--- src/design/cso_pkg.sv ---
package cso_pkg;

  localparam int MAX_DIM_DEF = 4096;

  localparam int CFG_IDX_W = 3;
  localparam int CFG_DATA_W = 32;

  localparam logic [CFG_IDX_W-1:0] CFG_SOURCE_COLOR = 3'd0;
  localparam logic [CFG_IDX_W-1:0] CFG_FRAME_WIDTH  = 3'd1;
  localparam logic [CFG_IDX_W-1:0] CFG_FRAME_HEIGHT = 3'd2;
  localparam logic [CFG_IDX_W-1:0] CFG_ORIGIN_X     = 3'd3;
  localparam logic [CFG_IDX_W-1:0] CFG_ORIGIN_Y     = 3'd4;

  localparam logic [12:0] FRAME_DIM_RST = 13'd4096;

  localparam int QUEUE_DEPTH = 4;
  localparam int NUM_W = 17;
  localparam int CHANNELS = 3;

  localparam logic [15:0] RECIP255_16 = 16'h8081;
  localparam logic [24:0] RECIP255_24 = 25'h0101_0102;

  typedef struct packed {
    logic        keep;
    logic [23:0] pixel_index;
    logic [15:0] cov_op;
    logic [7:0]  dest_red;
    logic [7:0]  dest_green;
    logic [7:0]  dest_blue;
    logic [7:0]  dest_alpha;
  } cso_item_t;

  function automatic logic [7:0] div255_16(input logic [15:0] x);
    logic [31:0] p;
    p = 32'(x) * 32'(RECIP255_16);
    return p[30:23];
  endfunction

  function automatic logic [15:0] div255_24(input logic [23:0] x);
    logic [48:0] p;
    p = 49'(x) * 49'(RECIP255_24);
    return p[47:32];
  endfunction

endpackage

--- src/design/cso_front.sv ---
module cso_front #(
  parameter int MAX_DIM = cso_pkg::MAX_DIM_DEF
) (
  input  logic               in_valid,
  output logic               in_ready,
  input  logic [7:0]         in_coverage,
  input  logic [11:0]        in_image_col,
  input  logic [11:0]        in_image_row,
  input  logic [7:0]         in_dest_red,
  input  logic [7:0]         in_dest_green,
  input  logic [7:0]         in_dest_blue,
  input  logic [7:0]         in_dest_alpha,
  input  logic [31:0]        source_color,
  input  logic [12:0]        frame_width,
  input  logic [12:0]        frame_height,
  input  logic signed [12:0] origin_x,
  input  logic signed [12:0] origin_y,
  output logic               push_valid,
  input  logic               push_ready,
  output cso_pkg::cso_item_t push_item
);
  import cso_pkg::*;

  localparam int DIM_W = $clog2(MAX_DIM + 1);
  localparam int CMP_W = (DIM_W > 13) ? DIM_W : 13;

  logic signed [13:0] fx;
  logic signed [13:0] fy;
  logic [CMP_W-1:0]   fw_c;
  logic [CMP_W-1:0]   fh_c;
  logic               in_frame;
  logic [7:0]         opacity;

  always_comb begin
    fx = 14'(origin_x) + signed'(14'(in_image_col));
    fy = 14'(origin_y) + signed'(14'(in_image_row));
    fw_c = (CMP_W'(frame_width) > CMP_W'(MAX_DIM)) ? CMP_W'(MAX_DIM) : CMP_W'(frame_width);
    fh_c = (CMP_W'(frame_height) > CMP_W'(MAX_DIM)) ? CMP_W'(MAX_DIM) : CMP_W'(frame_height);
    in_frame = !fx[13] && !fy[13] &&
               (CMP_W'(fx[12:0]) < fw_c) && (CMP_W'(fy[12:0]) < fh_c);
    opacity = 8'hFF - source_color[7:0];

    push_item.keep        = in_frame && (in_coverage != 8'd0);
    push_item.pixel_index = 24'(fy[12:0]) * 24'(fw_c) + 24'(fx[12:0]);
    push_item.cov_op      = 16'(in_coverage) * 16'(opacity);
    push_item.dest_red    = in_dest_red;
    push_item.dest_green  = in_dest_green;
    push_item.dest_blue   = in_dest_blue;
    push_item.dest_alpha  = in_dest_alpha;
  end

  assign push_valid = in_valid;
  assign in_ready   = push_ready;

endmodule

--- config.mk ---
export PLATFORM = sky130hd
export DESIGN_NAME = cso_front
export DESIGN_NICKNAME = d
export VERILOG_FILES = /design/src/design/cso_pkg.sv /design/src/design/cso_front.sv
export SDC_FILE = /design/constraint.sdc
export NUM_CORES = 1
export LEC_CHECK = 0
export ABC_AREA = 1
export BUFFER_PORTS_ARGS = -buffer_cell sky130_fd_sc_hd__buf_2
export CAP_MARGIN = 10
export CORE_MARGIN = 2
export CORE_UTILIZATION = 40
export DETAILED_ROUTE_END_ITERATION = 6
export MAX_ROUTING_LAYER = met4
export SYNTH_ARGS = -nofsm -noshare
export SYNTH_HDL_FRONTEND = slang
export SYNTH_SLANG_ARGS = --single-unit
--- constraint.sdc ---
create_clock -name vclk -period 8.36
set_clock_uncertainty 0.2 [all_clocks]
set_input_delay 0.836 -clock vclk [all_inputs]
set_output_delay 0.836 -clock vclk [all_outputs]
set_load 0.005 [all_outputs]
==> impl_metrics.prom <==
# TYPE chip_impl_metric gauge
chip_impl_info{name="hold_path.startpoint",value="in_dest_blue[4]"} 1
chip_impl_metric{name="dr.first_iter.drc_count",unit=""} 382
chip_impl_metric{name="place_hpwl",unit="mm"} 23.9
chip_impl_info{name="yosysMostFrequentCell",value="sky130_fd_sc_hd__inv_1"} 1
chip_impl_metric{name="clock_buffer_count",unit=""} 0
chip_impl_metric{name="post-cts-setup-buffer-count",unit=""} 0
chip_impl_metric{name="power_frac_clock",unit=""} 0
chip_impl_info{name="hold_end",value="push_item[12]"} 1
chip_impl_metric{name="power.static_leakage",unit="nW"} 6.49
chip_impl_metric{name="internal-power",unit="mW"} 1.97
chip_impl_metric{name="report.power.total",unit="mW"} 4.61
chip_impl_info{name="grt_setup_unrepaired",value="true"} 1
chip_impl_metric{name="post_route_cells_drive_above_1_share",unit=""} 0.150
chip_impl_info{name="status",value="complete, no violations"} 1
chip_impl_metric{name="switching_share",unit=""} 0.572
chip_impl_metric{name="netlist-cell-type-count",unit=""} 40
chip_impl_metric{name="synth_compound_gate_area_share",unit=""} 0.0603
chip_impl_metric{name="post-synth-top-area-fraction",unit=""} 0.331
chip_impl_metric{name="power.net_switching",unit="mW"} 2.64
chip_impl_metric{name="worstPathArrival",unit="ns"} 7.02
chip_impl_metric{name="max-cap-violations",unit=""} 0
chip_impl_metric{name="nets",unit=""} 2006
chip_impl_metric{name="crit_path_max_fanout",unit=""} 4
chip_impl_metric{name="mapped_cell_area",unit="sq um"} 10100
chip_impl_info{name="timing.critical_path.to_type",value="output pin"} 1
chip_impl_metric{name="worst_slew_pin_slew",unit="ns"} 0.777
chip_impl_info{name="synth_area_leaders",value="sky130_fd_sc_hd__fa_1, sky130_fd_sc_hd__ha_1, sky130_fd_sc_hd__inv_1"} 1
chip_impl_metric{name="hold_slack",unit="ns"} 1.47
chip_impl_metric{name="cp_data_required_time",unit="ns"} 7.32
chip_impl_metric{name="globalRoute.totalOverflow",unit=""} 0
chip_impl_metric{name="yosys_warnings",unit=""} 0
chip_impl_metric{name="max-slew-margin-rel",unit=""} 0.479
chip_impl_metric{name="drv_slew",unit=""} 0
chip_impl_metric{name="synth-simple-area-share",unit=""} 0.215
chip_impl_metric{name="hold_depth",unit=""} 0
chip_impl_metric{name="core-area",unit="sq um"} 25000
chip_impl_info{name="start_kind",value="input pin"} 1
chip_impl_info{name="crit_path_top_delay_cell",value="sky130_fd_sc_hd__fa_1"} 1
chip_impl_info{name="critPathMostFrequentCell",value="sky130_fd_sc_hd__inv_1"} 1
chip_impl_metric{name="sequential_cell_area",unit="sq um"} 0
chip_impl_metric{name="grt_start_max_net_pins",unit=""} 13
chip_impl_metric{name="dr_total_vias",unit=""} 9079
chip_impl_info{name="combinational_family_with_the_most_area_after_synthesis",value="adder cells"} 1
chip_impl_metric{name="i_o_pins",unit=""} 225
chip_impl_metric{name="report.final.hold_viol_count",unit=""} 0
chip_impl_metric{name="seq_power_share",unit=""} 0
chip_impl_metric{name="wl",unit="mm"} 26.5
chip_impl_metric{name="drc",unit=""} 0
chip_impl_metric{name="area_growth",unit="%"} 13.0
chip_impl_metric{name="synth_fa_ha_area_frac",unit=""} 0.533
chip_impl_metric{name="dieWidth",unit="um"} 163
chip_impl_info{name="largest_area_contributor_in_the_synthesized_netlist",value="sky130_fd_sc_hd__fa_1"} 1
chip_impl_info{name="synth_cell_count_leaders",value="sky130_fd_sc_hd__inv_1, sky130_fd_sc_hd__nand2_1, sky130_fd_sc_hd__nor2_1"} 1
chip_impl_metric{name="layout_min_cycle_time",unit="ns"} 8.06
chip_impl_metric{name="synthXorXnorAreaFrac",unit=""} 0.0490
chip_impl_metric{name="global_route.usage.total",unit=""} 0.211
chip_impl_metric{name="route.detailed.wl_per_inst",unit="um"} 14.3
chip_impl_info{name="hold_path.class",value="in -> out"} 1
chip_impl_metric{name="diodes",unit=""} 0
chip_impl_metric{name="multiInputGateArea",unit="sq um"} 8750
chip_impl_metric{name="detail_route.vias_per_cell",unit=""} 4.90
chip_impl_metric{name="syn-num-nets",unit=""} 1855
chip_impl_metric{name="comb_power_share",unit=""} 1.000
chip_impl_metric{name="grt_pass1_wl",unit="mm"} 43.7
chip_impl_metric{name="port_buffers",unit=""} 133
chip_impl_metric{name="detail-route-antenna-nets",unit=""} 0
chip_impl_metric{name="first_global_vias",unit=""} 9077
chip_impl_metric{name="post_synth_mux_area_share",unit=""} 0
chip_impl_metric{name="numSequentialCells",unit=""} 0
chip_impl_metric{name="post_synthesis_cells",unit=""} 1375
chip_impl_metric{name="max_freq",unit="MHz"} 124
chip_impl_metric{name="die_area",unit="sq um"} 26600
chip_impl_metric{name="power_per_cell_area",unit="nW/um^2"} 404
chip_impl_metric{name="die-height",unit="um"} 163
chip_impl_metric{name="placement_rows",unit=""} 58
chip_impl_metric{name="synth_seq_area_share",unit=""} 0
chip_impl_metric{name="n_fill_cell",unit=""} 2611
chip_impl_metric{name="max_stage_delay",unit="ns"} 0.57
chip_impl_metric{name="starting_density_of_the_core",unit=""} 0.405
chip_impl_metric{name="antenna_found_initial",unit=""} 0
chip_impl_info{name="critical_path.startpoint",value="in_image_row[0]"} 1
chip_impl_metric{name="layout_worst_path_cycle_share",unit=""} 0.964
chip_impl_metric{name="drt_first_pass_iters",unit=""} 7
chip_impl_metric{name="holdBufCountCts",unit=""} 0
chip_impl_metric{name="peakVddDrop",unit="mV"} 0.456
chip_impl_metric{name="postSynthAreaPerCell",unit="sq um"} 7.35
chip_impl_metric{name="gp_routability_congestion",unit=""} 0.931
chip_impl_metric{name="finalSetupViolCount",unit=""} 0
chip_impl_info{name="path_class",value="in -> out"} 1
## stage by stage
stage	worst slack [ns]	area, sq um	TNS [ns]	util	cells
finish	0.304	11400	0	0.457	1854
global route	-0.0266	11400	-0.103	0.457	1854
CTS	0.0136	11300	0	0.454	1854
detailed placement	0.0263	11300	0	0.454	1854
global placement	0.0793	11300	0	0.454	1854
floorplan	0.748	10100	0	-	1375
## layout make-up
class | instances | share of cell area
Inverter | 306 | 0.101
Multi-Input combinational cell | 1026 | 0.766
Tap cell | 330 | 0.0362
Timing Repair Buffer | 192 | 0.0971
## worst max-delay path by stage
stage                     to  slack [ns]  cells after the start
2_1_floorplan  push_item[70]        0.75                     31
3_3_place_gp   push_item[71]        0.08                     34
3_5_place_dp   push_item[71]        0.03                     34
4_1_cts        push_item[71]        0.01                     34
5_1_grt        push_item[60]       -0.03                     31
6_report       push_item[71]        0.30                     34
## what timing repair did
action,in CTS,in global routing
setup endpoints to repair,0,14
hold endpoints to repair,0,0
resized for setup,0,20
## worst max-delay path: cells and delay by family
| family | cells | cell delay (ns) |
|---|---|---|
| adders and majority gates | 9 | 3.88 |
| buffers and inverters | 10 | 0.70 |
| AOI/OAI and AO/OA | 2 | 0.29 |
| and+or+nand+nor | 13 | 1.28 |
## routing by layer
layer  part of all wire  vias up  GRT usage
li1                   -     4472          -
met1               0.42     4302      0.272
met2               0.49      265      0.362
met3              0.058       40     0.0132
met4              0.027        0     0.0511
met5                  0        -          -
## kinds of logic (layout without fill, tap and decap cells)
logic type	count (synthesis)	after routing
and+or+nand+nor	539	539
buffers and inverters	349	498
adders and majority gates	330	330
AOI/OAI and AO/OA	106	106
xor gates and xnor gates	51	51
## power by group through the flow
stage | combinational (mW) | sequential [mW] | clock [mW]
detailed placement | 4.47 | 0 | 0
global placement | 4.45 | 0 | 0
global route | 5.20 | 0 | 0
CTS | 4.50 | 0 | 0
floorplan | 2.82 | 0 | 0
finish | 4.61 | 0 | 0
## cells in the final DEF (no fill, tap or decap), drive strengths merged
cell type,instances
buf,192
nand3b,1
fa,167
nor3,13
a31o,1
nand2,265
nor2,194
nand3,44
a211oi,2
a31oi,5
clkinv,5
ha,163
xor2,39
o2111ai,2
and2,1
nand4,15
nor4,3
or2,2
a21o,3
a21oi,59
o21bai,5
nand2b,1
xnor2,12
o21a,6
o31ai,1
o211ai,1
o21ai,20
inv,301
o22ai,1
Power figures use the tool's default switching activity.
