--- src/design/cso_pkg.sv ---
package cso_pkg;

  localparam int MAX_DIM_DEF = 4096;

  localparam int CFG_IDX_W = 3;
  localparam int CFG_DATA_W = 32;

  localparam logic [CFG_IDX_W-1:0] CFG_SOURCE_COLOR = 3'd0;
  localparam logic [CFG_IDX_W-1:0] CFG_FRAME_WIDTH  = 3'd1;
  localparam logic [CFG_IDX_W-1:0] CFG_FRAME_HEIGHT = 3'd2;
  localparam logic [CFG_IDX_W-1:0] CFG_ORIGIN_X     = 3'd3;
  localparam logic [CFG_IDX_W-1:0] CFG_ORIGIN_Y     = 3'd4;

  localparam logic [12:0] FRAME_DIM_RST = 13'd4096;

  localparam int QUEUE_DEPTH = 4;
  localparam int NUM_W = 17;
  localparam int CHANNELS = 3;

  localparam logic [15:0] RECIP255_16 = 16'h8081;
  localparam logic [24:0] RECIP255_24 = 25'h0101_0102;

  typedef struct packed {
    logic        keep;
    logic [23:0] pixel_index;
    logic [15:0] cov_op;
    logic [7:0]  dest_red;
    logic [7:0]  dest_green;
    logic [7:0]  dest_blue;
    logic [7:0]  dest_alpha;
  } cso_item_t;

  function automatic logic [7:0] div255_16(input logic [15:0] x);
    logic [31:0] p;
    p = 32'(x) * 32'(RECIP255_16);
    return p[30:23];
  endfunction

  function automatic logic [15:0] div255_24(input logic [23:0] x);
    logic [48:0] p;
    p = 49'(x) * 49'(RECIP255_24);
    return p[47:32];
  endfunction

endpackage

--- src/design/cso_div.sv ---
module cso_div (
  input  logic                      clk,
  input  logic                      en,
  input  logic [cso_pkg::NUM_W-1:0] num,
  input  logic [7:0]                den,
  output logic [cso_pkg::NUM_W-1:0] quo
);
  import cso_pkg::*;

  logic [7:0]       rem_r [NUM_W];
  logic [7:0]       den_r [NUM_W];
  logic [NUM_W-1:0] num_r [NUM_W];
  logic [NUM_W-1:0] quo_r [NUM_W];

  for (genvar k = 0; k < NUM_W; k++) begin : g_stage
    logic [7:0]       rem_in;
    logic [7:0]       den_in;
    logic [NUM_W-1:0] num_in;
    logic [NUM_W-1:0] quo_in;
    logic [8:0]       trial;
    logic             ge;
    logic [7:0]       rem_nxt;
    logic [NUM_W-1:0] quo_nxt;

    if (k == 0) begin : g_first
      assign rem_in = '0;
      assign den_in = den;
      assign num_in = num;
      assign quo_in = '0;
    end else begin : g_next
      assign rem_in = rem_r[k-1];
      assign den_in = den_r[k-1];
      assign num_in = num_r[k-1];
      assign quo_in = quo_r[k-1];
    end

    always_comb begin
      trial   = {rem_in, num_in[NUM_W-1-k]};
      ge      = (trial >= {1'b0, den_in});
      rem_nxt = ge ? 8'(trial - {1'b0, den_in}) : trial[7:0];
      quo_nxt = quo_in;
      quo_nxt[NUM_W-1-k] = ge;
    end

    always_ff @(posedge clk) begin
      if (en) begin
        rem_r[k] <= rem_nxt;
        den_r[k] <= den_in;
        num_r[k] <= num_in;
        quo_r[k] <= quo_nxt;
      end
    end
  end

  assign quo = quo_r[NUM_W-1];

endmodule

--- src/design/cso_blend.sv ---
module cso_blend (
  input  logic               clk,
  input  logic               rst_n,
  input  logic               pop_valid,
  output logic               pop_ready,
  input  cso_pkg::cso_item_t pop_item,
  input  logic [31:0]        source_color,
  output logic               out_valid,
  input  logic               out_ready,
  output logic               out_write_enable,
  output logic [23:0]        out_pixel_index,
  output logic [7:0]         out_red,
  output logic [7:0]         out_green,
  output logic [7:0]         out_blue,
  output logic [7:0]         out_alpha
);
  import cso_pkg::*;

  logic adv;
  logic [4:0] sv_r;

  logic [7:0]  a1_r, da1_r;
  logic        keep1_r;
  logic [23:0] idx1_r;
  logic [7:0]  dst1_r [CHANNELS];

  logic [7:0]  a2_r;
  logic        keep2_r;
  logic [23:0] idx2_r;
  logic [15:0] t2_r;
  logic [15:0] sa2_r [CHANNELS];
  logic [7:0]  dst2_r [CHANNELS];

  logic [7:0]  a3_r, t3_r;
  logic        keep3_r;
  logic [23:0] idx3_r;
  logic [15:0] sa3_r [CHANNELS];
  logic [23:0] dt3_r [CHANNELS];

  logic [7:0]  a4_r, o4_r;
  logic        keep4_r;
  logic [23:0] idx4_r;
  logic [15:0] sa4_r [CHANNELS];
  logic [15:0] dd4_r [CHANNELS];

  logic [7:0]       o5_r;
  logic             we5_r;
  logic [23:0]      idx5_r;
  logic [NUM_W-1:0] num5_r [CHANNELS];

  logic        dv_r   [NUM_W];
  logic        dwe_r  [NUM_W];
  logic [23:0] didx_r [NUM_W];
  logic [7:0]  do_r   [NUM_W];

  logic [NUM_W-1:0] quo [CHANNELS];
  logic [7:0]       src [CHANNELS];
  logic [7:0]       sat [CHANNELS];

  logic        out_valid_r;
  logic        out_we_r;
  logic [23:0] out_idx_r;
  logic [7:0]  out_col_r [CHANNELS];
  logic [7:0]  out_alpha_r;

  assign adv       = !out_valid_r || out_ready;
  assign pop_ready = adv;

  assign src[0] = source_color[31:24];
  assign src[1] = source_color[23:16];
  assign src[2] = source_color[15:8];

  always_ff @(posedge clk) begin
    if (!rst_n) begin
      sv_r        <= '0;
      out_valid_r <= 1'b0;
      for (int i = 0; i < NUM_W; i++) begin
        dv_r[i] <= 1'b0;
      end
    end else if (adv) begin
      sv_r        <= {sv_r[3:0], pop_valid};
      dv_r[0]     <= sv_r[4];
      for (int i = 1; i < NUM_W; i++) begin
        dv_r[i] <= dv_r[i-1];
      end
      out_valid_r <= dv_r[NUM_W-1];
    end
  end

  always_ff @(posedge clk) begin
    if (adv) begin
      a1_r    <= div255_16(pop_item.cov_op);
      da1_r   <= pop_item.dest_alpha;
      keep1_r <= pop_item.keep;
      idx1_r  <= pop_item.pixel_index;
      dst1_r[0] <= pop_item.dest_red;
      dst1_r[1] <= pop_item.dest_green;
      dst1_r[2] <= pop_item.dest_blue;

      a2_r    <= a1_r;
      keep2_r <= keep1_r;
      idx2_r  <= idx1_r;
      t2_r    <= 16'(da1_r) * 16'(8'hFF - a1_r);

      a3_r    <= a2_r;
      keep3_r <= keep2_r;
      idx3_r  <= idx2_r;
      t3_r    <= div255_16(t2_r);

      a4_r    <= a3_r;
      keep4_r <= keep3_r;
      idx4_r  <= idx3_r;
      o4_r    <= 8'(9'(a3_r) + 9'(t3_r));

      o5_r    <= o4_r;
      we5_r   <= keep4_r && (a4_r != 8'd0) && (o4_r != 8'd0);
      idx5_r  <= idx4_r;

      for (int c = 0; c < CHANNELS; c++) begin
        dst2_r[c] <= dst1_r[c];
        sa2_r[c]  <= 16'(src[c]) * 16'(a1_r);
        sa3_r[c]  <= sa2_r[c];
        dt3_r[c]  <= 24'(dst2_r[c]) * 24'(t2_r);
        sa4_r[c]  <= sa3_r[c];
        dd4_r[c]  <= div255_24(dt3_r[c]);
        num5_r[c] <= NUM_W'(sa4_r[c]) + NUM_W'(dd4_r[c]);
      end

      dwe_r[0]  <= we5_r;
      didx_r[0] <= idx5_r;
      do_r[0]   <= o5_r;
      for (int i = 1; i < NUM_W; i++) begin
        dwe_r[i]  <= dwe_r[i-1];
        didx_r[i] <= didx_r[i-1];
        do_r[i]   <= do_r[i-1];
      end

      out_we_r    <= dwe_r[NUM_W-1];
      out_idx_r   <= dwe_r[NUM_W-1] ? didx_r[NUM_W-1] : 24'd0;
      out_alpha_r <= dwe_r[NUM_W-1] ? do_r[NUM_W-1] : 8'd0;
      for (int c = 0; c < CHANNELS; c++) begin
        out_col_r[c] <= dwe_r[NUM_W-1] ? sat[c] : 8'd0;
      end
    end
  end

  for (genvar c = 0; c < CHANNELS; c++) begin : g_chan
    cso_div u_div (
      .clk (clk),
      .en  (adv),
      .num (num5_r[c]),
      .den (o5_r),
      .quo (quo[c])
    );

    assign sat[c] = (quo[c][NUM_W-1:8] != '0) ? 8'hFF : quo[c][7:0];
  end

  assign out_valid        = out_valid_r;
  assign out_write_enable = out_we_r;
  assign out_pixel_index  = out_idx_r;
  assign out_red          = out_col_r[0];
  assign out_green        = out_col_r[1];
  assign out_blue         = out_col_r[2];
  assign out_alpha        = out_alpha_r;

endmodule

--- config.mk ---
export PLATFORM = sky130hd
export DESIGN_NAME = cso_blend
export DESIGN_NICKNAME = d
export VERILOG_FILES = /design/src/design/cso_pkg.sv /design/src/design/cso_div.sv /design/src/design/cso_blend.sv
export SDC_FILE = /design/constraint.sdc
export NUM_CORES = 2
export LEC_CHECK = 0
export BUFFER_PORTS_ARGS = -buffer_cell sky130_fd_sc_hd__buf_2
export CAP_MARGIN = 20
export CORE_MARGIN = 4
export CORE_UTILIZATION = 49
export CTS_CLUSTER_SIZE = 40
export DETAILED_ROUTE_END_ITERATION = 7
export HOLD_SLACK_MARGIN = 0.12
export SLEW_MARGIN = 20
export SYNTH_ARGS = -nofsm -noshare
export SYNTH_HDL_FRONTEND = slang
export SYNTH_HIERARCHICAL = 1
export SYNTH_SLANG_ARGS = --single-unit
--- constraint.sdc ---
create_clock -name clk -period 159.8 [get_ports clk]
set_input_delay 31.96 -clock clk [delete_from_list [all_inputs] [get_ports clk]]
set_output_delay 31.96 -clock clk [all_outputs]
set_load 0.01 [all_outputs]
==> impl_metrics.tcl <==
set metrics [dict create \
    avgSynthCellArea_um2 14.2 \
    rows 197 \
    drv_cap 0 \
    slew_viol_final 0 \
    skew_ns 0.0656 \
    hpwlAfterDp_um 164000 \
    cts_hold_buf 0 \
    route.detailed.drc 0 \
    worst_pin_slew_ns 1.07 \
    layout_commonest_cell "edfxtp_1" \
    num_vias 74700 \
    worst_hold_path_type "reg2reg" \
    cts_buffers 311 \
    cts.sinks 2844 \
    viasPerCell 5.13 \
    clockRootBuffer "clkbuf_16" \
    insertion_delay_ns 0.87 \
    grtUsageMet3 0.0212 \
    yosysSeqAreaShare 0.599 \
    nets 12400 \
    grt-busiest-layer "met2" \
    grt_pass1_vias 78800 \
    fp.dieH_um 547 \
    cts_resized 0 \
    initial_core_util 0.493 \
    syn_to_final_growth_pct 10.9 \
    drtAntennaViolNets 0 \
    relSlewSlack 0.285 \
    synth.cell_area_um2 143000 \
    fin_setup_tns_ns 0 \
    grt-ovfl-total 0 \
    status "complete, no violations" \
    wirelength_um 235000 \
    boundaryPins 168 \
    routedWlPerCell_um 16.1 \
    postCtsSetupBuffers 0 \
    core_area_um2 289000 \
    cp_max_fo 86 \
    path_class "in2out" \
    dr.first_iter.drc_count 3974 \
    gr-usage-met2 0.276 \
    met1_usage 0.202 \
    finalCritPeriodShare 0.410 \
    hold_violations 0 \
    fmax_ghz 0.0153 \
    synth_fp_nets 12000 \
    grt_max_degree 194 \
    clockBufferDepth 4 \
    cts_tree "yes" \
    drive_gt1_frac 0.0806 \
    syn_inst 10000 \
    gr-usage-all-layers 0.158 \
    min_period_ns 65.47 \
    yosys_warnings 6 \
    antenna_found_initial 20 \
    grt_pass1_wl_um 394000 \
    critPathLaunchType "input pin" \
    setup_viol 0 \
    die_w_um 547 \
    layout_common_cells "2838 x edfxtp_1, 1386 x inv_1, 1361 x ha_1, 494 x fa_1, 477 x and2_1" \
    critPathArrivalTime_ns 33.51 \
    synthDistinctLibCells 96 \
    synthArstFlopShare 0 \
    rsz0062_at_grt "false" \
    place_congestion 0.848 \
    critPathRequiredTime_ns 127.84 \
    cts.reportedPaths.clkPinSlew_ns 0.05 \
    port_buffers 159 \
    htree_levels 5 \
    first_pass_iters 8 \
    synth_edf_count 2838 \
    synth_ff_type "edfxtp_1" \
    die_area_um2 300000 \
    synth-seq-cells 2844 \
    end_kind "primary output" \
]
## cell families (layout without fill, tap and decap cells)
logic type / after synthesis / count (layout) / share of synthesized area
buffers and inverters: 1514 / 2159 / 0.0403
other: 0 / 11 / 0
XOR/XNOR: 311 / 311 / 0.0191
multiplexers: 210 / 210 / 0.0163
adder cells (fa/ha/maj): 1855 / 1855 / 0.189
AND/OR/NAND/NOR: 1832 / 1832 / 0.0669
flip-flops: 2844 / 2844 / 0.599
AO/OA/AOI/OAI: 1470 / 1470 / 0.0696
## synth_stat cells, types with 38 or more instances
master	instances	area [µm²]
fa_1	494	9890
nand2_1	434	1630
edfxtp_1	2838	85200
nor2b_1	146	913
inv_1	1387	5210
nand3_1	92	460
mux2_2	105	1180
o21ai_0	278	1390
xor2_1	85	744
a21boi_0	48	360
a21o_1	134	1010
and2_1	477	2980
ha_1	1361	17000
xnor2_1	226	1980
o21ai_1	42	210
clkbuf_1	99	372
o21a_1	202	1520
nand2b_1	129	807
o31ai_1	86	646
a211oi_1	59	443
o31a_1	43	377
nor2_1	311	1170
nor3_1	91	455
a21oi_1	335	1680
and3_1	38	238
mux2i_1	83	831
## worst max-delay path, stage by stage
cell and delay (ns):
buf_2 0.09, nor2b_1 0.67, inv_8 0.38, buf_2 0.29
## routing by layer
metal | vias up | routed length [µm]
met1 | 36300 | 103000
met2 | 1176 | 117000
met5 | - | 53
met3 | 487 | 8240
li1 | 36700 | -
met4 | 8 | 7170
## registers in the layout, indices dropped and copies added, names as in the netlist, 48 cells and up
signal and cells:
sa2_r 48, sa3_r 48, dd4_r 48, num5_r 51
do_r 136, g_chan.u_div/num_r 408, didx_r 408, g_chan.u_div/den_r 384
g_chan.u_div/quo_r 459, g_chan.u_div/rem_r 384, sa4_r 48, dt3_r 72
## cell type report
cell class	count	area (µm²)
clock buffers	376	8220
inverters	1387	5210
flip-flops and latches	2844	85300
diodes	11	27.5
well taps	3880	4850
clock inverters	174	1700
fillers	23300	131000
repair buffers	222	1320
multi-input cells	5678	51400
## final timing paths
kind                                               from                                     end  slack [ns]  depth (start not counted)
setup / recovery                              out_ready                               pop_ready       94.33                          4
hold / removal    g_chan[2].u_div/num_r[0][9]$_DFFE_PP_  g_chan[2].u_div/num_r[0][26]$_DFFE_PP_        0.35                          0
setup reg to reg                 out_valid$_SDFFE_PN0P_  g_chan[2].u_div/quo_r[14][5]$_DFFE_PP_      153.53                          8
hold reg to reg   g_chan[2].u_div/num_r[0][9]$_DFFE_PP_  g_chan[2].u_div/num_r[0][26]$_DFFE_PP_        0.35                          0
## metrics by stage
step	util	cells	worst slack [ns]	cell area, µm²	hold WS, ns
CTS	0.547	14600	94.39	158000	0.343
detailed placement	0.513	14000	94.40	148000	0.405
global route	0.547	14600	94.23	158000	0.344
global placement	0.513	14000	94.42	148000	0.400
floorplan	-	10000	19.60	143000	0.400
finish	0.547	14600	94.33	158000	0.353
Power is not shown: default switching activity piles up to over one toggle a cycle in this logic, so the estimate is an artifact.
