==> src/design/cso_pkg.sv <==
package cso_pkg;

  localparam int MAX_DIM_DEF = 4096;

  localparam int CFG_IDX_W = 3;
  localparam int CFG_DATA_W = 32;

  localparam logic [CFG_IDX_W-1:0] CFG_SOURCE_COLOR = 3'd0;
  localparam logic [CFG_IDX_W-1:0] CFG_FRAME_WIDTH  = 3'd1;
  localparam logic [CFG_IDX_W-1:0] CFG_FRAME_HEIGHT = 3'd2;
  localparam logic [CFG_IDX_W-1:0] CFG_ORIGIN_X     = 3'd3;
  localparam logic [CFG_IDX_W-1:0] CFG_ORIGIN_Y     = 3'd4;

  localparam logic [12:0] FRAME_DIM_RST = 13'd4096;

  localparam int QUEUE_DEPTH = 4;
  localparam int NUM_W = 17;
  localparam int CHANNELS = 3;

  localparam logic [15:0] RECIP255_16 = 16'h8081;
  localparam logic [24:0] RECIP255_24 = 25'h0101_0102;

  typedef struct packed {
    logic        keep;
    logic [23:0] pixel_index;
    logic [15:0] cov_op;
    logic [7:0]  dest_red;
    logic [7:0]  dest_green;
    logic [7:0]  dest_blue;
    logic [7:0]  dest_alpha;
  } cso_item_t;

  function automatic logic [7:0] div255_16(input logic [15:0] x);
    logic [31:0] p;
    p = 32'(x) * 32'(RECIP255_16);
    return p[30:23];
  endfunction

  function automatic logic [15:0] div255_24(input logic [23:0] x);
    logic [48:0] p;
    p = 49'(x) * 49'(RECIP255_24);
    return p[47:32];
  endfunction

endpackage

==> src/design/cso_queue.sv <==
module cso_queue (
  input  logic               clk,
  input  logic               rst_n,
  input  logic               push_valid,
  output logic               push_ready,
  input  cso_pkg::cso_item_t push_item,
  output logic               pop_valid,
  input  logic               pop_ready,
  output cso_pkg::cso_item_t pop_item
);
  import cso_pkg::*;

  localparam int PTR_W = $clog2(QUEUE_DEPTH);
  localparam int CNT_W = $clog2(QUEUE_DEPTH + 1);

  cso_item_t        mem_r [QUEUE_DEPTH];
  logic [PTR_W-1:0] wr_ptr_r;
  logic [PTR_W-1:0] rd_ptr_r;
  logic [CNT_W-1:0] count_r;
  logic [CNT_W-1:0] count_nxt;
  logic             push;
  logic             pop;

  assign push_ready = (count_r != CNT_W'(QUEUE_DEPTH));
  assign pop_valid  = (count_r != '0);
  assign pop_item   = mem_r[rd_ptr_r];
  assign push       = push_valid && push_ready;
  assign pop        = pop_valid && pop_ready;

  always_comb begin
    count_nxt = count_r;
    if (push && !pop) begin
      count_nxt = count_r + CNT_W'(1);
    end else if (pop && !push) begin
      count_nxt = count_r - CNT_W'(1);
    end
  end

  always_ff @(posedge clk) begin
    if (!rst_n) begin
      wr_ptr_r <= '0;
      rd_ptr_r <= '0;
      count_r  <= '0;
    end else begin
      count_r <= count_nxt;
      if (push) begin
        wr_ptr_r <= wr_ptr_r + PTR_W'(1);
      end
      if (pop) begin
        rd_ptr_r <= rd_ptr_r + PTR_W'(1);
      end
    end
  end

  always_ff @(posedge clk) begin
    if (push) begin
      mem_r[wr_ptr_r] <= push_item;
    end
  end

endmodule

==> config.mk <==
export PLATFORM = sky130hd
export DESIGN_NAME = cso_queue
export DESIGN_NICKNAME = d
export VERILOG_FILES = /design/src/design/cso_pkg.sv /design/src/design/cso_queue.sv
export SDC_FILE = /design/constraint.sdc
export NUM_CORES = 1
export LEC_CHECK = 0
export ABC_AREA = 1
export BUFFER_PORTS_ARGS = -buffer_cell sky130_fd_sc_hd__buf_4
export CORE_MARGIN = 5
export CORE_UTILIZATION = 35
export DETAILED_ROUTE_END_ITERATION = 10
export PLACE_DENSITY = 0.54
export SLEW_MARGIN = 0
export SYNTH_ARGS = -nofsm -noshare
export SYNTH_HDL_FRONTEND = slang
export SYNTH_SLANG_ARGS = --single-unit
==> constraint.sdc <==
create_clock -name clk -period 4.6 [get_ports clk]
set_input_delay 0.23 -clock clk [delete_from_list [all_inputs] [get_ports clk]]
set_output_delay 0.23 -clock clk [all_outputs]
set_load 0.02 [all_outputs]
==> summary.txt, run 1 <==
Floorplan
  – Initial core utilization: 35.7%
  – IO Pins: 152
  – Number of cell rows: 65
  – Die Wd: 190 um
  – Die area: 36000 um2
  – Core ar.: 31700 um2
  – Die Span Y: 190 um

Timing
  – RSZ-0062 raised after global routing: no
  – Least-Margin Pin Slew: 1.01 ns
  – Worst Skew: 0.0243 ns
  – Crit path time final: 3.14 ns
  – Final-report hold violation count: 0
  – Setup_tns: 0 ns
  – Tcrit/Tclk final: 68.4%
  – Fmax: 0.318 GHz
  – Slew Limit Fails: 0
  – # setup viols final: 0
  – Worst hold margin: 0.0192 ns
  – Rel. slew slack: 32.5%

Global route
  – Vias in the first global route: 7221
  – Largest net degree at the start of global routing: 92
  – First-pass GRT wire length: 41400 um
  – Total GRT Usage: 14.7%
  – GRT Residual Overflow: 0
  – Initial antenna violation count: 2

Clock network
  – Root Buffer: clkbuf_16
  – Post-CTS Setup Inserts: 0
  – Max Root-Sink Buffers: 3
  – Clock slew seen by the registers of the worst setup and hold paths: 0.05 ns
  – Max H-tree Level: 2
  – Clock Latency Late Sink: 0.51 ns
  – CTS buffer count: 35
  – Clock sink total: 301
  – TritonCTS clock tree: yes

Logic synthesis
  – Syn nets: 857
  – Post-synth cell types: 21
  – Synth Warn #: 0
  – Largest family of logic cells by synthesized area: compound AO/OA/AOI/OAI gates
  – Mean area per synthesized cell: 14.6 um2
  – Compound-gate portion of the synthesized area: 10.7%
  – Post-Synth XOR/XNOR Area: 0.0774%
  – Mux contribution to synthesized area: 0%
  – Cell area after synthesis: 11300 um2
  – Cells after synthesis: 774
  – Register area share after synthesis: 79.1%
  – Synth Area in Simple Gates: 6.05%
  – Post-Synth Adder-Cell Area: 0.730%
  – Yosys reg bits: 301

Power and ir drop
  – Pint: 5740 uW
  – Net Sw Frac: 31.2%
  – Switching power: 2600 uW
  – Power share of the sequential group: 41.6%
  – Power Dens Cells: 570 nW/um2
  – Logic pwr share: 26.6%
  – Clock Power Share: 31.8%
  – Leakage dissipation: 0.00518 uW
  – Max IR drop VDD: 0.267 mV

Layout
  – NumNets Final: 1084
  – Share of cells above drive strength 1: 21.7%
  – Synthesis-to-layout area growth: 29.4%

Hold path
  – HP Class: in -> reg
  – Worst hold path startpoint: push_valid

Routing
  – Routed vias/inst: 4.86
  – Met2 WL: 12900 um
  – 1st-iter DRT viols: 387
  – Drt wl/cell: 18.8 um
  – Vias: 6945
  – Met3 wire length: 1430 um
  – Routed WL: 26900 um
  – # DRC: 0
  – Top sig layer: met5
  – Final ANT Viol Nets: 0
  – Drt first pass iters: 4
  – Wl on met1: 12000 um

Setup path
  – Crit Path Max Fanout: 91
  – Critical-path top delay cell: inv_4
  – Type of destination of the critical path: output pin
  – Critical path's largest stage delay: 0.84 ns
  – RR Startpoint: count_r[0]
  – Crit path cell chain: inv_4, buf_4, nor2_1, o22ai_1, buf_4
  – Crit start category: register
  – Top cell by count, worst path: buf_4
  – CP required: 4.37 ns
  – Crit path kind: reg -> out
  – CP Data Arrival Time: 2.91 ns

Run status
  – Run status: finished clean

Placement
  – Input/output buffers: 151
  – HPWL Detailed: 15300 um
  – Routability Congestion: 0.688

Job
  – Max-cap violations: 0
-- repair_timing --
action                                 in CTS  in global routing
resized for setup                           0                  0
hold buffers                               74                  0
endpoints found under the hold margin     295                  0
-- registers in the layout, summed over array words and instances, names as in the netlist, named ones only --
signal	flops
mem_r	292
rd_ptr_r	2
wr_ptr_r	2
count_r	3
-- power groups by stage --
stage                     Combinational [uW]  Clock, uW  Sequential (uW)
after floorplan                         1380          0             3470
after global placement                  2210          0             3520
after detailed placement                2220          0             3530
after CTS                               2280       2720             3470
after global routing                    2440       2840             3500
final                                   2220       2650             3470
-- logic make-up after synthesis --
group / count (synthesis)
AO/OA/AOI/OAI: 223
AND/OR/NAND/NOR: 180
XOR/XNOR: 1
buffers and inverters: 63
flip-flops: 301
adder cells (fa/ha/maj): 6
-- critical path, delay by kind of cell (launching register included) --
kind                   cells  cell delay (ns)
DFF                        1             0.57
buffers and inverters      3             1.48
and+or+nand+nor            1             0.07
AOI/OAI and AO/OA          1             0.29
-- synthesized netlist by cell type --
cell type  number  area, um2
o21ai_1        67        335
buf_2           4       20.0
buf_6          13        146
ha_1            5       62.6
fa_1            1       20.0
nor2_1        160        601
xor2_1          1       8.76
edfxtp_1      292       8770
clkbuf_1       16       60.1
inv_1          14       52.6
nand2_1        15       56.3
dfxtp_1         9        180
clkinv_1        1       3.75
o21ai_0        80        400
inv_4           1       6.26
a21oi_1         3       15.0
o22ai_1        73        457
buf_4          10       75.1
clkbuf_2        4       20.0
nand3b_1        1       7.51
nand3_1         4       20.0
-- final cells by class --
type	instances	area (um2)
Multi-Input combinational cell	410	2010
Antenna cell	1	2.50
Tap cell	402	503
Sequential cell	301	8950
Fill cell	2841	17100
Inverter	16	62.6
Clock inverter	20	189
Timing Repair Buffer	237	1990
Clock buffer	43	927
-- metrics by stage --
stage	utilization, %	power (uW)	cells	cell area (um2)	setup slack (ns)
after global placement	40.3	5740	1292	12800	1.94
final	46.2	8340	1430	14600	1.46
after CTS	46.1	8470	1429	14600	1.38
after floorplan	-	4860	774	11300	0.225
after global routing	46.2	8780	1430	14600	1.23
after detailed placement	40.3	5750	1292	12800	1.90
-- cells in the final DEF, fill, tap and decap left out --
cell type,netlist,routed
inv_2,0,1
clkinv_4,0,1
inv_4,1,1
o21ai_0,80,80
bufinv_16,0,3
nor2_4,0,4
nand3_1,4,4
nor2_1,160,156
ha_1,5,5
clkinv_1,1,4
nand3b_1,1,1
clkinv_8,0,1
xor2_1,1,1
inv_1,14,14
fa_1,1,1
dlygate4sd3_1,0,74
dfxtp_4,0,1
nand2_1,15,15
buf_12,0,2
o22ai_1,73,73
edfxtp_1,292,292
a21oi_1,3,3
diode_2,0,1
dfxtp_2,0,1
clkinv_2,0,10
o21ai_1,67,67
buf_4,10,161
clkbuf_1,16,7
clkbuf_16,0,36
dfxtp_1,9,7
inv_6,0,1
-- routing by layer --
layer / up-vias / track usage [%]
met5: - / 0
met4: 2 / 3.56
met3: 40 / 3.12
met2: 154 / 24.6
met1: 3383 / 19.7
li1: 3366 / -
-- path summary, 6_finish.rpt --
check                                     to  slack [ns]  depth (start not counted)
worst min register to register   rd_ptr_r[0]        0.51                          2
worst max register to register   mem_r[1][0]        2.05                          6
worst max-delay path            pop_item[36]        1.46                          5
worst min-delay path             wr_ptr_r[1]        0.02                          4
Note: power is estimated with default switching activity, not from simulation.
==> run 2, diff against run 1 <==
--- a/config.mk
+++ b/config.mk
@@ -5,7 +5,7 @@
 export SDC_FILE = /design/constraint.sdc
 export NUM_CORES = 1
 export LEC_CHECK = 0
-export ABC_AREA = 1
+export ABC_AREA = 0
 export BUFFER_PORTS_ARGS = -buffer_cell sky130_fd_sc_hd__buf_4
 export CORE_MARGIN = 5
 export CORE_UTILIZATION = 35
==> constraint.sdc (replaced) <==
create_clock -name clk -period 2.94 [get_ports clk]
set_input_delay 0.147 -clock clk [delete_from_list [all_inputs] [get_ports clk]]
set_output_delay 0.147 -clock clk [all_outputs]
set_load 0.02 [all_outputs]
==> run 2 against run 1 <==
Utilization down 0.092 points. Clock power is 45% higher. Count of clock-buffer cells in the layout is 10 lower. Global-route usage is 2.7 points lower. Largest power group unchanged.
==> summary.txt, run 2 <==
Logic synthesis
  – EDFF count, synth: 292 (unchanged)
  – Compound-gate portion of the synthesized area: 0.406% (was 10.7%)
  – Dominant cell by count in the synthesized netlist: edfxtp_1 (unchanged)
  – Largest family of logic cells by synthesized area: multiplexers (was compound AO/OA/AOI/OAI gates)
  – Cell area after synthesis: 11100 um2 (was 11300 um2)
  – Mean area per synthesized cell: 25.8 um2 (was 14.6 um2)
  – Post-Synth XOR/XNOR Area: 0.316% (was 0.0774%)
  – Post-synth cell types: 25 (was 21)
  – Async set-reset flop share out of synthesis: 0% (unchanged)
  – Yosys reg bits: 301 (unchanged)
  – Post-Synth Adder-Cell Area: 0.745% (was 0.730%)
  – Primary FF master, synth: edfxtp_1 (unchanged)
  – Post-synth top cells: 292 x edfxtp_1, 72 x mux4_2, 9 x dfxtp_1 (was 292 x edfxtp_1, 160 x nor2_1, 80 x o21ai_0)
  – Synth top area cells: edfxtp_1 79%, mux4_2 15%, dfxtp_1 1.6% (was edfxtp_1 77%, nor2_1 5.3%, o22ai_1 4.0%)
  – Synth area leader: edfxtp_1 (unchanged)
  – Area share of the largest cell type after synthesis: 79.1% (was 77.5%)
  – Synth Warn #: 0 (unchanged)
  – Syn nets: 512 (was 857)
  – Cells after synthesis: 429 (was 774)
  – Mux contribution to synthesized area: 15.1% (was 0%)
  – Synth Area in Simple Gates: 0.824% (was 6.05%)
  – Register area share after synthesis: 80.7% (was 79.1%)

Power and ir drop
  – Leakage dissipation: 0.00487 uW (was 0.00518 uW)
  – Max IR drop VDD: 0.400 mV (was 0.267 mV)
  – Power Dens Cells: 872 nW/um2 (was 570 nW/um2)

Setup path
  – R2r endpoint: count_r[2] (was mem_r[1][0])
  – CP required: 2.79 ns (was 4.37 ns)
  – Critical path's largest stage delay: 0.68 ns (was 0.84 ns)
  – Type of destination of the critical path: output pin (unchanged)
  – Reg2Reg Setup Slack: 0.56 ns (was 2.05 ns)
  – CP Data Arrival Time: 2.31 ns (was 2.91 ns)
  – Crit Path Max Fanout: 29 (was 91)
  – Crit path kind: reg -> out (unchanged)
  – Critical-path top delay cell: dfxtp_4 (was inv_4)
  – RR Startpoint: count_r[0] (unchanged)
  – CP bufs+invs: 2 (was 3)
  – Crit path cell chain: buf_12, mux4_2, buf_4 (was inv_4, buf_4, nor2_1, o22ai_1, buf_4)
  – Crit start category: register (unchanged)
  – Crit-path leading delay family: flip-flops (was buffers and inverters)
  – Reg2Reg Depth: 8 (was 6)

Global route
  – First-pass GRT wire length: 33500 um (was 41400 um)
  – Vias in the first global route: 5840 (was 7221)
  – Total GRT Usage: 12.0% (was 14.7%)
  – Initial antenna violation count: 0 (was 2)
  – Largest net degree at the start of global routing: 74 (was 92)
  – GRT Residual Overflow: 0 (unchanged)

Placement
  – Placed insts: 974 (was 1292)
  – Input/output buffers: 151 (unchanged)
  – Routability Congestion: 0.726 (was 0.688)
  – HPWL Detailed: 12200 um (was 15300 um)
  – Placed Area: 12700 um2 (was 12800 um2)

Layout
  – Max FFs per register: 292 (unchanged)
  – Util after Layout: 46.1% (was 46.2%)
  – Antenna Cells: 0 (was 1)
  – Final Non-Filler Cells: 1105 (was 1430)
  – Most frequent cells in the layout: 292 x edfxtp_1, 153 x buf_4, 74 x dlygate4sd3_1, 72 x mux4_2, 31 x clkbuf_16 (was 292 x edfxtp_1, 161 x buf_4, 156 x nor2_1, 80 x o21ai_0, 74 x dlygate4sd3_1)
  – Share of cells above drive strength 1: 41.1% (was 21.7%)
  – Finished Cell Area: 14500 um2 (was 14600 um2)
  – Filler cell count: 2654 (was 2841)
  – Commonest non-fill, non-tap cell in the layout: edfxtp_1 (unchanged)
  – Register area: 8960 um2 (was 8950 um2)
  – Top flop regs: mem_r: 292 flops, count_r: 3 flops (unchanged)
  – NumNets Final: 762 (was 1084)
  – Biggest register: mem_r (unchanged)
  – Synthesis-to-layout area growth: 30.4% (was 29.4%)
  – Area of the multi-input gates: 1940 um2 (was 2010 um2)

Timing
  – Tcrit/Tclk final: 83.6%
  – Rel. slew slack: 56.8% (was 32.5%)
  – Fmax: 0.407 GHz
  – Setup_tns: 0 ns (unchanged)
  – Least-Margin Pin Slew: 0.648 ns (was 1.01 ns)
  – Worst Skew: 0.00816 ns (was 0.0243 ns)
  – Final-report hold violation count: 0 (unchanged)
  – # setup viols final: 0 (unchanged)
  – RSZ-0062 raised after global routing: no (unchanged)
  – Slew Limit Fails: 0 (unchanged)
  – Worst hold margin: 0.0580 ns (was 0.0192 ns)
  – Crit path time final: 2.46 ns

Floorplan
  – Die Wd: 188 um (was 190 um)
  – IO Pins: 152 (unchanged)
  – Core ar.: 31400 um2 (was 31700 um2)
  – Number of cell rows: 65 (unchanged)
  – Die Span Y: 188 um (was 190 um)
  – Die area: 35300 um2 (was 36000 um2)
  – Initial core utilization: 35.3% (was 35.7%)

Routing
  – # DRC: 0 (unchanged)
  – Vias: 5184 (was 6945)
  – Routed vias/inst: 4.69 (was 4.86)
  – Drt first pass iters: 4 (unchanged)
  – Routed WL: 21400 um (was 26900 um)
  – Final ANT Viol Nets: 0 (unchanged)
  – 1st-iter DRT viols: 342 (was 387)
  – Drt wl/cell: 19.4 um (was 18.8 um)

Hold path
  – HP Class: in -> reg (unchanged)
  – Hold Crit Depth: 4 (unchanged)
  – Worst hold path startpoint: pop_ready (was push_valid)

Clock network
  – Clock sink total: 301 (unchanged)
  – Max H-tree Level: 1 (was 2)
  – TritonCTS clock tree: yes (unchanged)
  – Max Root-Sink Buffers: 3 (unchanged)
  – CTS buffer count: 31 (was 35)
  – Root Buffer: clkbuf_16 (unchanged)
  – Clock Latency Late Sink: 0.54 ns (was 0.51 ns)
  – Clock slew seen by the registers of the worst setup and hold paths: 0.06 ns (was 0.05 ns)

Run status
  – Run status: finished clean (unchanged)

Job
  – Max-cap violations: 0 (unchanged)
-- run 2: layout make-up --
class	count	share of cell area (%)
Timing Repair Buffer	234	14.0
Tap cell	402	3.48
Clock buffer	33	5.42
Clock inverter	24	1.64
Inverter	3	0.0779
Multi-Input combinational cell	108	13.4
Sequential cell	301	61.9
-- run 2: tightest hold or removal path, delay by kind of cell --
family / cells / cell delay [ns]
AO/OA/AOI/OAI: 1 / 0.07
AND/OR/NAND/NOR: 1 / 0.15
XOR/XNOR: 1 / 0.07
buffers and inverters: 1 / 0.12
-- run 2: repair_timing --
item,CTS,global route
setup buffers,0,0
gates resized for setup,0,0
hold buffers,74,0
hold endpoints to repair,301,0
-- run 2: where the power goes --
part / internal (uW) / switching [uW] / total [uW]
clock: 2280 / 1550 / 3830
sequential: 5210 / 243 / 5450
combinational: 1640 / 1690 / 3330
-- run 2: per-stage QoR --
| step | worst slack [ns] | total power (uW) |
|---|---|---|
| finish | 0.483 | 12600 |
| floorplan | 0.743 | 7670 |
| global route | 0.285 | 13200 |
| global placement | 0.714 | 8850 |
| CTS | 0.367 | 12900 |
| detailed placement | 0.559 | 8910 |
-- run 2: cell families (layout without fill, tap and decap cells) --
kind of cell / after synthesis / after routing
multiplexers: 76 / 76
AO/OA/AOI/OAI: 5 / 5
buffers and inverters: 20 / 294
flip-flops: 301 / 301
XOR/XNOR: 4 / 4
AND/OR/NAND/NOR: 17 / 17
adder cells (fa/ha/maj): 6 / 6
-- run 2: routing by layer --
metal / GRT usage [%] / part of all wire [%]
met3: 3.03 / 5.5
met4: 2.43 / 1.4
met1: 15.9 / 43
met5: 0 / 0
met2: 20.3 / 50
-- run 2: worst max path at each step --
| stage | end | start | cells past startpoint |
|---|---|---|---|
| floorplan | mem_r[0][0] | count_r[0] | 3 |
| global placement | count_r[2] | count_r[0] | 8 |
| detailed placement | count_r[2] | count_r[0] | 8 |
| CTS | pop_item[61] | register | 3 |
| global route | pop_item[61] | register | 3 |
| finish | pop_item[41] | register | 3 |
